### src/hw/rtl/sfc_pkg.sv
// Types, constants and CRC-16/ARC functions shared by the safety frame channel.
package sfc_pkg;

    localparam logic [1:0] CFG_ROLE_MASTER   = 2'd0;
    localparam logic [1:0] CFG_MASTER_ID     = 2'd1;
    localparam logic [1:0] CFG_SLAVE_ID      = 2'd2;
    localparam logic [1:0] CFG_TIMEOUT_TICKS = 2'd3;

    localparam logic        RST_ROLE_MASTER   = 1'b1;
    localparam logic [7:0]  RST_MASTER_ID     = 8'h01;
    localparam logic [7:0]  RST_SLAVE_ID      = 8'h02;
    localparam logic [15:0] RST_TIMEOUT_TICKS = 16'd1000;

    localparam logic [4:0] FLAG_SENDER   = 5'h01;
    localparam logic [4:0] FLAG_RECEIVER = 5'h02;
    localparam logic [4:0] FLAG_CRC      = 5'h04;
    localparam logic [4:0] FLAG_SEQ      = 5'h08;
    localparam logic [4:0] FLAG_TIMEOUT  = 5'h10;

    localparam logic [15:0] CRC_POLY = 16'hA001;

    typedef enum logic [1:0] {
        CMD_TICK = 2'd0,
        CMD_SEND = 2'd1,
        CMD_RX   = 2'd2
    } t_cmd;

    typedef struct packed {
        logic        role_master;
        logic [7:0]  master_id;
        logic [7:0]  slave_id;
        logic [15:0] timeout_ticks;
    } t_cfg;

    typedef struct packed {
        logic [1:0]  cmd;
        logic [7:0]  rx_sender;
        logic [7:0]  rx_receiver;
        logic [7:0]  rx_count;
        logic [15:0] rx_pay;
        logic [15:0] rx_check;
        logic [15:0] send_payload;
    } t_item;

    typedef struct packed {
        logic        frame_out;
        logic [7:0]  out_sender;
        logic [7:0]  out_receiver;
        logic [7:0]  out_count;
        logic [15:0] out_payload;
        logic [15:0] out_check;
        logic        accepted;
        logic [15:0] accepted_payload;
        logic [4:0]  status_flags;
    } t_result;

    function automatic logic [15:0] crc_byte(input logic [15:0] crc_in, input logic [7:0] b);
        logic [15:0] c;
        c = crc_in ^ {8'h00, b};
        for (int i = 0; i < 8; i++) begin
            if (c[0]) begin
                c = (c >> 1) ^ CRC_POLY;
            end else begin
                c = c >> 1;
            end
        end
        return c;
    endfunction

    function automatic logic [15:0] frame_crc(input logic [7:0] snd, input logic [7:0] rcv,
                                              input logic [7:0] cnt, input logic [15:0] pay);
        logic [15:0] c;
        c = crc_byte(16'h0000, snd);
        c = crc_byte(c, rcv);
        c = crc_byte(c, cnt);
        c = crc_byte(c, pay[7:0]);
        c = crc_byte(c, pay[15:8]);
        return c;
    endfunction

endpackage

### src/hw/rtl/sfc_core.sv
// Frame check, reply build and sequence/timeout state for one item per cycle while i_step is high.
module sfc_core import sfc_pkg::*; (
    input  logic    i_clk,
    input  logic    i_rst_n,
    input  logic    i_step,
    input  t_cfg    i_cfg,
    input  t_item   i_item,
    output t_result o_res
);

    logic [7:0]  r_frame_counter, n_frame_counter;
    logic [4:0]  r_error_flags,   n_error_flags;
    logic [15:0] r_ticks,         n_ticks;

    logic [7:0]  exp_snd, exp_rcv, exp_cnt;
    logic [15:0] rx_crc, tx_crc;
    logic [4:0]  chk_flags;
    logic [7:0]  tx_snd, tx_rcv;
    logic        tx_en;
    logic [15:0] ticks_inc;

    always_ff @(posedge i_clk) begin
        if (!i_rst_n) begin
            r_frame_counter <= 8'h00;
            r_error_flags   <= FLAG_TIMEOUT;
            r_ticks         <= 16'h0000;
        end else if (i_step) begin
            r_frame_counter <= n_frame_counter;
            r_error_flags   <= n_error_flags;
            r_ticks         <= n_ticks;
        end
    end

    assign rx_crc = frame_crc(i_item.rx_sender, i_item.rx_receiver,
                              i_item.rx_count, i_item.rx_pay);
    assign tx_crc = frame_crc(tx_snd, tx_rcv, r_frame_counter, i_item.send_payload);

    assign ticks_inc = (r_ticks == 16'hFFFF) ? r_ticks : r_ticks + 16'd1;

    always_comb begin
        if (i_cfg.role_master) begin
            exp_snd = i_cfg.slave_id;
            exp_rcv = i_cfg.master_id;
            exp_cnt = r_frame_counter - 8'd1;
            tx_snd  = i_cfg.master_id;
            tx_rcv  = i_cfg.slave_id;
        end else begin
            exp_snd = i_cfg.master_id;
            exp_rcv = i_cfg.slave_id;
            exp_cnt = r_frame_counter;
            tx_snd  = i_cfg.slave_id;
            tx_rcv  = i_cfg.master_id;
        end
        chk_flags = r_error_flags & FLAG_TIMEOUT;
        if (i_item.rx_sender != exp_snd)   chk_flags = chk_flags | FLAG_SENDER;
        if (i_item.rx_receiver != exp_rcv) chk_flags = chk_flags | FLAG_RECEIVER;
        if (i_item.rx_check != rx_crc)     chk_flags = chk_flags | FLAG_CRC;
        if (i_item.rx_count != exp_cnt)    chk_flags = chk_flags | FLAG_SEQ;
    end

    always_comb begin
        n_frame_counter = r_frame_counter;
        n_error_flags   = r_error_flags;
        n_ticks         = r_ticks;
        tx_en           = 1'b0;
        o_res           = '0;
        unique case (i_item.cmd)
            CMD_TICK: begin
                n_ticks = ticks_inc;
                if (ticks_inc >= i_cfg.timeout_ticks) begin
                    n_error_flags = r_error_flags | FLAG_TIMEOUT;
                end
            end
            CMD_SEND: begin
                if (i_cfg.role_master) begin
                    tx_en           = 1'b1;
                    n_frame_counter = r_frame_counter + 8'd1;
                end
            end
            CMD_RX: begin
                if (chk_flags == 5'h00) begin
                    o_res.accepted         = 1'b1;
                    o_res.accepted_payload = i_item.rx_pay;
                    if (!i_cfg.role_master) begin
                        tx_en           = 1'b1;
                        n_frame_counter = r_frame_counter + 8'd1;
                    end
                end else if (!i_cfg.role_master
                             && ((chk_flags & (FLAG_SEQ | FLAG_TIMEOUT)) != 5'h00)
                             && ((chk_flags & (FLAG_SENDER | FLAG_RECEIVER | FLAG_CRC))
                                 == 5'h00)) begin
                    // slave resync to the master's counter
                    n_frame_counter = i_item.rx_count + 8'd1;
                end
                n_ticks       = 16'h0000;
                n_error_flags = chk_flags & ~FLAG_TIMEOUT;
            end
            default: begin
            end
        endcase
        if (tx_en) begin
            o_res.frame_out    = 1'b1;
            o_res.out_sender   = tx_snd;
            o_res.out_receiver = tx_rcv;
            o_res.out_count    = r_frame_counter;
            o_res.out_payload  = i_item.send_payload;
            o_res.out_check    = tx_crc;
        end
        o_res.status_flags = n_error_flags;
    end

endmodule

### src/hw/rtl/safety_frame_channel_top.sv
// Safety frame channel top level: config registers, input and result registers.
//
//  channel  dir  handshake                   payload
//  s_axis   in   s_axis_tvalid/tready        tuser cmd, tdata received frame + reply payload
//  m_axis   out  m_axis_tvalid/tready        tuser frame_out/accepted, tdata frame + status
//  cfg      in   i_cfg_valid/o_cfg_ready     i_cfg_index, i_cfg_data
//
// Each item passes the input register, then the result register; one item per cycle while m_axis is ready.
// Each item is checked and its CRC built in the single stage between the input
// register and the result register; state updates as the item leaves that stage.
// A stalled m_axis holds the result register and backs up into s_axis ready.
// Reset (i_rst_n low, synchronous) empties both registers and restores state.
module safety_frame_channel_top import sfc_pkg::*; (
    input  logic        i_clk,
    input  logic        i_rst_n,
    input  logic        s_axis_tvalid,
    output logic        s_axis_tready,
    // [7:0] rx_sender, [15:8] rx_receiver, [23:16] rx_count, [39:24] rx_pay,
    // [55:40] rx_check, [71:56] send_payload
    input  logic [71:0] s_axis_tdata,
    // [1:0] cmd
    input  logic [1:0]  s_axis_tuser,
    output logic        m_axis_tvalid,
    input  logic        m_axis_tready,
    // [7:0] out_sender, [15:8] out_receiver, [23:16] out_count, [39:24] out_payload,
    // [55:40] out_check, [71:56] accepted_payload, [76:72] status_flags, [79:77] zero
    output logic [79:0] m_axis_tdata,
    // [0] frame_out, [1] accepted
    output logic [1:0]  m_axis_tuser,
    input  logic        i_cfg_valid,
    output logic        o_cfg_ready,
    input  logic [1:0]  i_cfg_index,
    input  logic [15:0] i_cfg_data
);

    t_cfg    r_cfg;
    logic    r_in_valid;
    t_item   r_in;
    logic    r_out_valid;
    t_result r_out;
    t_result core_res;
    logic    step;

    assign o_cfg_ready = 1'b1;

    always_ff @(posedge i_clk) begin
        if (!i_rst_n) begin
            r_cfg.role_master   <= RST_ROLE_MASTER;
            r_cfg.master_id     <= RST_MASTER_ID;
            r_cfg.slave_id      <= RST_SLAVE_ID;
            r_cfg.timeout_ticks <= RST_TIMEOUT_TICKS;
        end else if (i_cfg_valid) begin
            unique case (i_cfg_index)
                CFG_ROLE_MASTER:   r_cfg.role_master   <= i_cfg_data[0];
                CFG_MASTER_ID:     r_cfg.master_id     <= i_cfg_data[7:0];
                CFG_SLAVE_ID:      r_cfg.slave_id      <= i_cfg_data[7:0];
                CFG_TIMEOUT_TICKS: r_cfg.timeout_ticks <= i_cfg_data;
                default: begin
                end
            endcase
        end
    end

    assign step          = r_in_valid && (!r_out_valid || m_axis_tready);
    assign s_axis_tready = !r_in_valid || step;

    always_ff @(posedge i_clk) begin
        if (!i_rst_n) begin
            r_in_valid <= 1'b0;
        end else if (s_axis_tready) begin
            r_in_valid <= s_axis_tvalid;
        end
    end

    always_ff @(posedge i_clk) begin
        if (s_axis_tready && s_axis_tvalid) begin
            r_in.cmd          <= s_axis_tuser;
            r_in.rx_sender    <= s_axis_tdata[7:0];
            r_in.rx_receiver  <= s_axis_tdata[15:8];
            r_in.rx_count     <= s_axis_tdata[23:16];
            r_in.rx_pay       <= s_axis_tdata[39:24];
            r_in.rx_check     <= s_axis_tdata[55:40];
            r_in.send_payload <= s_axis_tdata[71:56];
        end
    end

    sfc_core u_core (
        .i_clk   (i_clk),
        .i_rst_n (i_rst_n),
        .i_step  (step),
        .i_cfg   (r_cfg),
        .i_item  (r_in),
        .o_res   (core_res)
    );

    always_ff @(posedge i_clk) begin
        if (!i_rst_n) begin
            r_out_valid <= 1'b0;
        end else if (step) begin
            r_out_valid <= 1'b1;
        end else if (m_axis_tready) begin
            r_out_valid <= 1'b0;
        end
    end

    always_ff @(posedge i_clk) begin
        if (step) begin
            r_out <= core_res;
        end
    end

    assign m_axis_tvalid = r_out_valid;
    assign m_axis_tuser  = {r_out.accepted, r_out.frame_out};
    assign m_axis_tdata  = {3'b000, r_out.status_flags, r_out.accepted_payload,
                            r_out.out_check, r_out.out_payload, r_out.out_count,
                            r_out.out_receiver, r_out.out_sender};

    a_accept_clean: assert property (@(posedge i_clk) disable iff (!i_rst_n)
        (m_axis_tvalid && r_out.accepted) |-> (r_out.status_flags == 5'h00))
        else $error("accepted frame with error flags set");

    a_payload_gated: assert property (@(posedge i_clk) disable iff (!i_rst_n)
        (m_axis_tvalid && !r_out.accepted) |-> (r_out.accepted_payload == 16'h0000))
        else $error("payload handed on without acceptance");

    a_no_frame_zero: assert property (@(posedge i_clk) disable iff (!i_rst_n)
        (m_axis_tvalid && !r_out.frame_out) |->
            (r_out.out_sender == 8'h00 && r_out.out_check == 16'h0000))
        else $error("frame fields set with no frame emitted");

    a_rx_clears_timeout: assert property (@(posedge i_clk) disable iff (!i_rst_n)
        (step && r_in.cmd == CMD_RX) |=> !r_out.status_flags[4])
        else $error("received frame left timeout flag set");

endmodule
### config.mk
export PLATFORM = sky130hd
export DESIGN_NAME = safety_frame_channel_top
export DESIGN_NICKNAME = d
export VERILOG_FILES = /design/src/hw/rtl/sfc_pkg.sv /design/src/hw/rtl/sfc_core.sv /design/src/hw/rtl/safety_frame_channel_top.sv
export SDC_FILE = /design/constraint.sdc
export NUM_CORES = 1
export LEC_CHECK = 0
export BUFFER_PORTS_ARGS = -buffer_cell sky130_fd_sc_hd__buf_4
export CORE_UTILIZATION = 55
export DETAILED_ROUTE_END_ITERATION = 8
export PLACE_DENSITY_LB_ADDON = 0.25
export REMOVE_ABC_BUFFERS = 1
export SYNTH_ARGS = -nofsm -noshare
export SYNTH_HDL_FRONTEND = slang
export SYNTH_SLANG_ARGS = --single-unit
export TNS_END_PERCENT = 100
### constraint.sdc
create_clock -name i_clk -period 9.2 [get_ports i_clk]
set_input_delay 1.84 -clock i_clk [delete_from_list [all_inputs] [get_ports i_clk]]
set_output_delay 1.84 -clock i_clk [all_outputs]
set_load 0.02 [all_outputs]
Word-level counts from Yosys, hierarchy flattened
Cells that the tools add are included.
{"block": "classes", "addsub": 4, "magnitude_cmp": 1, "n_eq_ne": 13, "mux": 104, "bitwise_logic": 88, "reduce_logical": 25}
{"op": "16-bit 2-to-1 mux", "n": 81}
{"op": "2-bit inverter with 3-bit output", "n": 78}
{"op": "16-bit by 8-bit XOR with 16-bit output", "n": 8}
{"op": "57-bit 2-to-1 mux", "n": 1}
{"op": "8-bit 2-to-1 mux", "n": 7}
{"op": "16-bit case mux with 2 select lines", "n": 1}
{"op": "8-bit inequality test", "n": 3}
{"op": "17-bit 2-to-1 mux", "n": 1}
{"op": "16-bit by 1-bit adder with 16-bit output, second input constant", "n": 1}
{"op": "8-bit by 1-bit adder with 8-bit output, second input constant", "n": 2}
{"op": "16-bit == test, second input constant", "n": 1}
{"op": "16-bit >= comparator", "n": 1}
{"op": "16-bit inequality test", "n": 1}
{"op": "8-bit case mux with 2 select lines", "n": 1}
{"op": "2-bit AND reduction", "n": 7}
{"op": "5-bit zero test", "n": 2}
{"op": "5-bit case mux with 2 select lines", "n": 1}
{"op": "8-bit by 1-bit subtractor with 8-bit output, second input constant", "n": 1}
{"op": "2-bit == test, second input constant", "n": 3}
{"op": "1-bit 2-to-1 mux", "n": 6}
{"op": "1-bit inverter with 3-bit output", "n": 2}
{"op": "2-bit nonzero test", "n": 3}
{"op": "5-bit 2-to-1 mux", "n": 1}
{"op": "5-bit AND reduction", "n": 1}
{"op": "13 further kinds", "n": 21}
{"block": "totals", "reg_bits": 217, "in_bits": 97, "out_inout_bits": 85, "elab_cells": 261}

Depth between registers and ports, before layout
{"block": "logic_depth", "depth_word": 93, "mapped_depth": 18}

Hierarchy
From an unflattened synthesis, not the netlist that was laid out.
{"block": "unflattened", "cells_unflattened": 970, "hier_area_um2": 11322.1}
{"module": "safety_frame_channel_top", "instances": 1, "cells_per_inst": 305, "area_each_um2": 6055.8, "seq_area_each_um2": 5295.1}
{"module": "sfc_core", "instances": 1, "cells_per_inst": 665, "area_each_um2": 5266.3, "seq_area_each_um2": 580.6}

Least setup slack after synthesis
No wires, ideal clock.
{"block": "synth_timing", "path_kind": "input port to flip-flop", "start": "input m_axis_tready", "end": "register u_core.r_ticks[9]", "setup_ns": 0.059, "arrival_time_ns": 5.228, "path_slack_ns": 3.913, "cell_stages": 10, "path_buffers": 2, "path_cell_list": "nor2b_1 > nand2b_1 > clkbuf_1 > inv_1 > o21ai_1 > nor2_1 > clkbuf_1 > nand2_1 > o21ai_0 > and2_1"}
{"block": "synth_between", "elab_chain_cells": 3}
{"item": "from (decl)", "line_no": "safety_frame_channel_top.sv:24", "rtl": "input logic m_axis_tready,"}
{"item": "1-bit logical OR", "line_no": "safety_frame_channel_top.sv:64", "rtl": "assign step = r_in_valid && (!r_out_valid || m_axis_tready);"}
{"item": "1-bit logical AND", "line_no": "safety_frame_channel_top.sv:64"}
{"item": "named net step", "line_no": "safety_frame_channel_top.sv:42", "rtl": "logic step;"}
{"item": "2-bit AND reduction (no line)"}
{"item": "to (signal assigned)", "line_no": "sfc_core.sv:30", "rtl": "r_ticks <= n_ticks;"}
{"item": "to (decl)", "line_no": "sfc_core.sv:13", "rtl": "logic [15:0] r_ticks, n_ticks;"}
The timed path passes the listed nets, and every way through them passes these cells.
A chain may end at the register's enable or synchronous reset.

Final worst setup path
{"block": "layout_timing", "start": "register r_in[71] (netlist name)", "end": "register r_out, in the netlist m_axis_tdata[48], data pin"}
{"block": "layout_between", "elab_chain_cells": 55}
{"item": "from (decl)", "line_no": "safety_frame_channel_top.sv:38", "rtl": "t_item r_in;"}
{"item": "16-bit 2-to-1 mux (6 in a row)", "line_no": "sfc_pkg.sv:61", "rtl": "if (c[0]) begin"}
{"item": "2-bit inverter with 3-bit output (no line)"}
{"item": "16-bit 2-to-1 mux (2 in a row)", "line_no": "sfc_pkg.sv:61"}
{"item": "16-bit by 8-bit XOR with 16-bit output", "line_no": "sfc_pkg.sv:59", "rtl": "c = crc_in ^ {8'h00, b};"}
{"item": "16-bit 2-to-1 mux", "line_no": "sfc_pkg.sv:61"}
{"item": "16-bit 2-to-1 mux or 2-bit inverter with 3-bit output (tied branches)"}
{"item": "2-bit inverter with 3-bit output (no line) or 16-bit 2-to-1 mux (tied branches)"}
{"item": "16-bit 2-to-1 mux (5 in a row)", "line_no": "sfc_pkg.sv:61"}
{"item": "(+29 left out)"}
{"item": "2-bit inverter with 3-bit output (no line) or 16-bit 2-to-1 mux (tied branches)"}
{"item": "16-bit 2-to-1 mux", "line_no": "sfc_pkg.sv:61"}
{"item": "16-bit inequality test", "line_no": "sfc_core.sv:57", "rtl": "if (i_item.rx_check != rx_crc) chk_flags = chk_flags | FLAG_CRC;"}
{"item": "3-bit 2-to-1 mux (*)", "line_no": "sfc_core.sv:57"}
{"item": "4-bit 2-to-1 mux (*)", "line_no": "sfc_core.sv:58", "rtl": "if (i_item.rx_count != exp_cnt) chk_flags = chk_flags | FLAG_SEQ;"}
{"item": "5-bit zero test (*)", "line_no": "sfc_core.sv:81", "rtl": "if (chk_flags == 5'h00) begin"}
{"item": "1-bit 2-to-1 mux (*)", "line_no": "sfc_core.sv:81"}
{"item": "1-bit case mux with 2 select lines (*)", "line_no": "sfc_core.sv:67", "rtl": "unique case (i_item.cmd)"}
{"item": "to (signal assigned)", "line_no": "safety_frame_channel_top.sv:108", "rtl": "r_out <= core_res;"}
{"item": "to (decl)", "line_no": "safety_frame_channel_top.sv:40", "rtl": "t_result r_out;"}
Every way passes the cells marked *; elsewhere a longest branch is shown, timed or not.

==> results.toml <==
[final_layout]
fill_cells = 1506
multi_input_area_mm2 = 0.004921
ff_latch_area_mm2 = 0.005877
stdcell_area_mm2 = 0.01344
layout.cells.most_common_list = "183 x sky130_fd_sc_hd__buf_4, 160 x sky130_fd_sc_hd__xnor2_1, 153 x sky130_fd_sc_hd__edfxtp_1, 104 x sky130_fd_sc_hd__nand2_1, 71 x sky130_fd_sc_hd__nor2_1"
antennaDiodeCount = 0
layout.cells.most_common = "sky130_fd_sc_hd__buf_4"
layout-drive-gt1-share_pct = 20.24
nets = 1273
area_growth_pct = 20.75

[sta]
worst_slew_pin_slew_ns = 1.097
rsz0062_at_grt = "false"
hold_violations = 0
finalWorstSetupSlack_ns = 3.822
timing.final.max_slew_violations = 0
finalSetupViolCount = 0
fmaxAchievable_mhz = 185.9
fin_skew_ns = 0.01585
fin_crit_sh_pct = 58.46
setup_total_negative_slack_ns = 0
timing.slew.headroom_pct = 26.84
min_period_ns = 5.378

[drt]
route.vias.total = 7682
drt_first_pass_iters = 5
route.detailed.vias_per_inst = 5.350
postRouteWirelength_um = 24740
detail-route-antenna-nets = 0
drc = 0
wl_per_cell_um = 17.23
initialDrtViolationCount = 549

[synthesis]
synth_ff_type = "sky130_fd_sc_hd__edfxtp_1"
unique_cell_type_count_in_the_yosys_netlist = 60
ys_ff_latch = 217
number_of_synthesized_flops_with_an_enable_pin = 153
postSynth.asyncResetShare_pct = 0
synth_cells = 994
share_of_synthesized_area_occupied_by_flip_flops_and_latches_pct = 52.78
synth_warnings = 0
synth_area_mm2 = 0.01113
syn-mean-instance-area_um2 = 11.20

[floorplan]
die_height_um = 144.3
ios = 182
placeableCoreArea_mm2 = 0.01965
std_cell_rows = 51
die_area_mm2 = 0.02082
initial_utilization_pct = 56.65
dieWidth_um = 144.3

[clock_network]
path_clk_slew_ns = 0.06
cts.htree.levels = 1
clk_root_buffer_cell = "sky130_fd_sc_hd__clkbuf_16"
cts-hold-fix-buffers = 0
clock_tree_from_tritoncts = "built"
clock_tree.buffer_depth = 3
clock_latency_ns = 0.52
post_cts.resized_instances = 0
cts_buffers = 24
cts.sinks = 217
post_cts_buffers = 0

[power_and_ir_drop]
ir_worst_vdd_mv = 0.1589
p_leak_uw = 0.005398
power_density_mw_per_mm2 = 193.0
power.total_uw = 2595

[global_route]
global_route_wire_length_before_repair_um = 38170
number_of_antenna_violations_at_the_first_check_in_global_routing = 0
grt_max_degree = 84
grt_use_total_pct = 24.13
via_count_of_the_first_global_routing_pass = 7273
leftover_overflow_at_the_end_of_global_routing = 0

[setup_path]
worstSetupStartpointType = "flop"
critical_path_peak_fanout = 37
critical_path_arrival_ns = 5.74
crit_path_end_kind = "flop"
worst-setup-path-type = "flop to flop"
required_ns = 9.56

[placement]
pre_cts_slack_ns = 3.926
finalWeightedCongestion = 0.8447
dp.final_hpwl_um = 17680
placement.cell_area_mm2 = 0.01262
port_buffers = 177

[run]
drv.max_cap_violation_count = 0

[min_path]
hold_path_class = "flop to flop"

[status]
run_status = "finished clean"
==> worst max-delay path: stages (launching register included) <==
cell	delay (ns)
sky130_fd_sc_hd__edfxtp_1	0.44
sky130_fd_sc_hd__xor3_2	0.51
sky130_fd_sc_hd__xor3_2	0.44
sky130_fd_sc_hd__xnor3_1	0.39
sky130_fd_sc_hd__xnor3_1	0.23
sky130_fd_sc_hd__xnor2_1	0.19
sky130_fd_sc_hd__mux2_1	0.33
sky130_fd_sc_hd__or4_1	0.58
sky130_fd_sc_hd__or3_4	0.39
sky130_fd_sc_hd__nor4_4	0.72
sky130_fd_sc_hd__mux2_4	0.46
sky130_fd_sc_hd__nand2_4	0.29
sky130_fd_sc_hd__nor2_1	0.25
==> synthesized netlist by cell type (all sizes together) (24+ instances only) <==
cell,instances,area (um^2)
dfxtp,64,1281
clkbuf,41,156.4
inv,30,112.6
and2,24,150.1
and3,29,181.4
o21ai,25,125.1
xor2,45,394.1
nor2,71,266.5
edfxtp,153,4594
a21boi,30,225.2
nand2,105,401.6
xnor2,160,1401
==> area by class of cell <==
cell class | instances | share of cell area [%]
timing repair buffer | 183 | 10.22
inverter | 30 | 0.8470
clock buffer | 26 | 4.682
sequential | 217 | 43.72
multi-input combinational | 697 | 36.61
clock inverter | 18 | 1.461
tap | 265 | 2.466
==> cell families after synthesis <==
logic type,count (synthesis),synth area share (%)
xor gates and xnor gates,216,18.40
DFF,217,52.78
buffers and inverters,82,3.158
and+or+nand+nor,305,13.26
other,2,0.06746
AOI/OAI and AO/OA,126,7.620
adders and majority gates,23,2.585
muxes,23,2.135
==> flip-flops by register name, indices dropped and copies added (netlist names) <==
signal	count
m_axis_tvalid	1
r_in_valid	1
r_in	74
m_axis_tuser	2
m_axis_tdata	77
u_core.r_error_flags	5
u_core.r_frame_counter	8
r_cfg	33
u_core.r_ticks	16
==> metrics by stage <==
stage	cells	utilization, %	hold slack, ns
after floorplan	944	-	0.4431
after global routing	1436	68.40	0.4925
after detailed placement	1392	64.20	0.4590
after global placement	1392	64.20	0.4526
after CTS	1436	68.40	0.4674
final	1436	68.40	0.4619
==> final timing paths <==
kind                           from                             end  slack (ns)  cells past startpoint
max              r_in[71]$_DFFE_PP_  m_axis_tdata[48]$_SDFFCE_PN0P_        3.82                     12
min reg2reg  r_cfg[11]$_SDFFE_PN0P_          r_cfg[11]$_SDFFE_PN0P_        0.46                      2
min          r_cfg[11]$_SDFFE_PN0P_          r_cfg[11]$_SDFFE_PN0P_        0.46                      2
max reg2reg      r_in[71]$_DFFE_PP_  m_axis_tdata[48]$_SDFFCE_PN0P_        3.82                     12
==> report_power, final <==
part	leakage (uW)	total (uW)	internal, uW	switching (uW)
Clock	0.000408	996	608	389
Combinational	0.00297	464	233	230
Sequential	0.00202	1130	1100	39.7
Total	0.00540	2590	1940	659
==> layer usage <==
metal	global-route usage (%)	part of all wire, %
met1	32.10	43
met2	41.06	48
met3	3.742	6.5
met4	6.482	2.4
met5	0	0
Power figures use the tool's default switching activity.
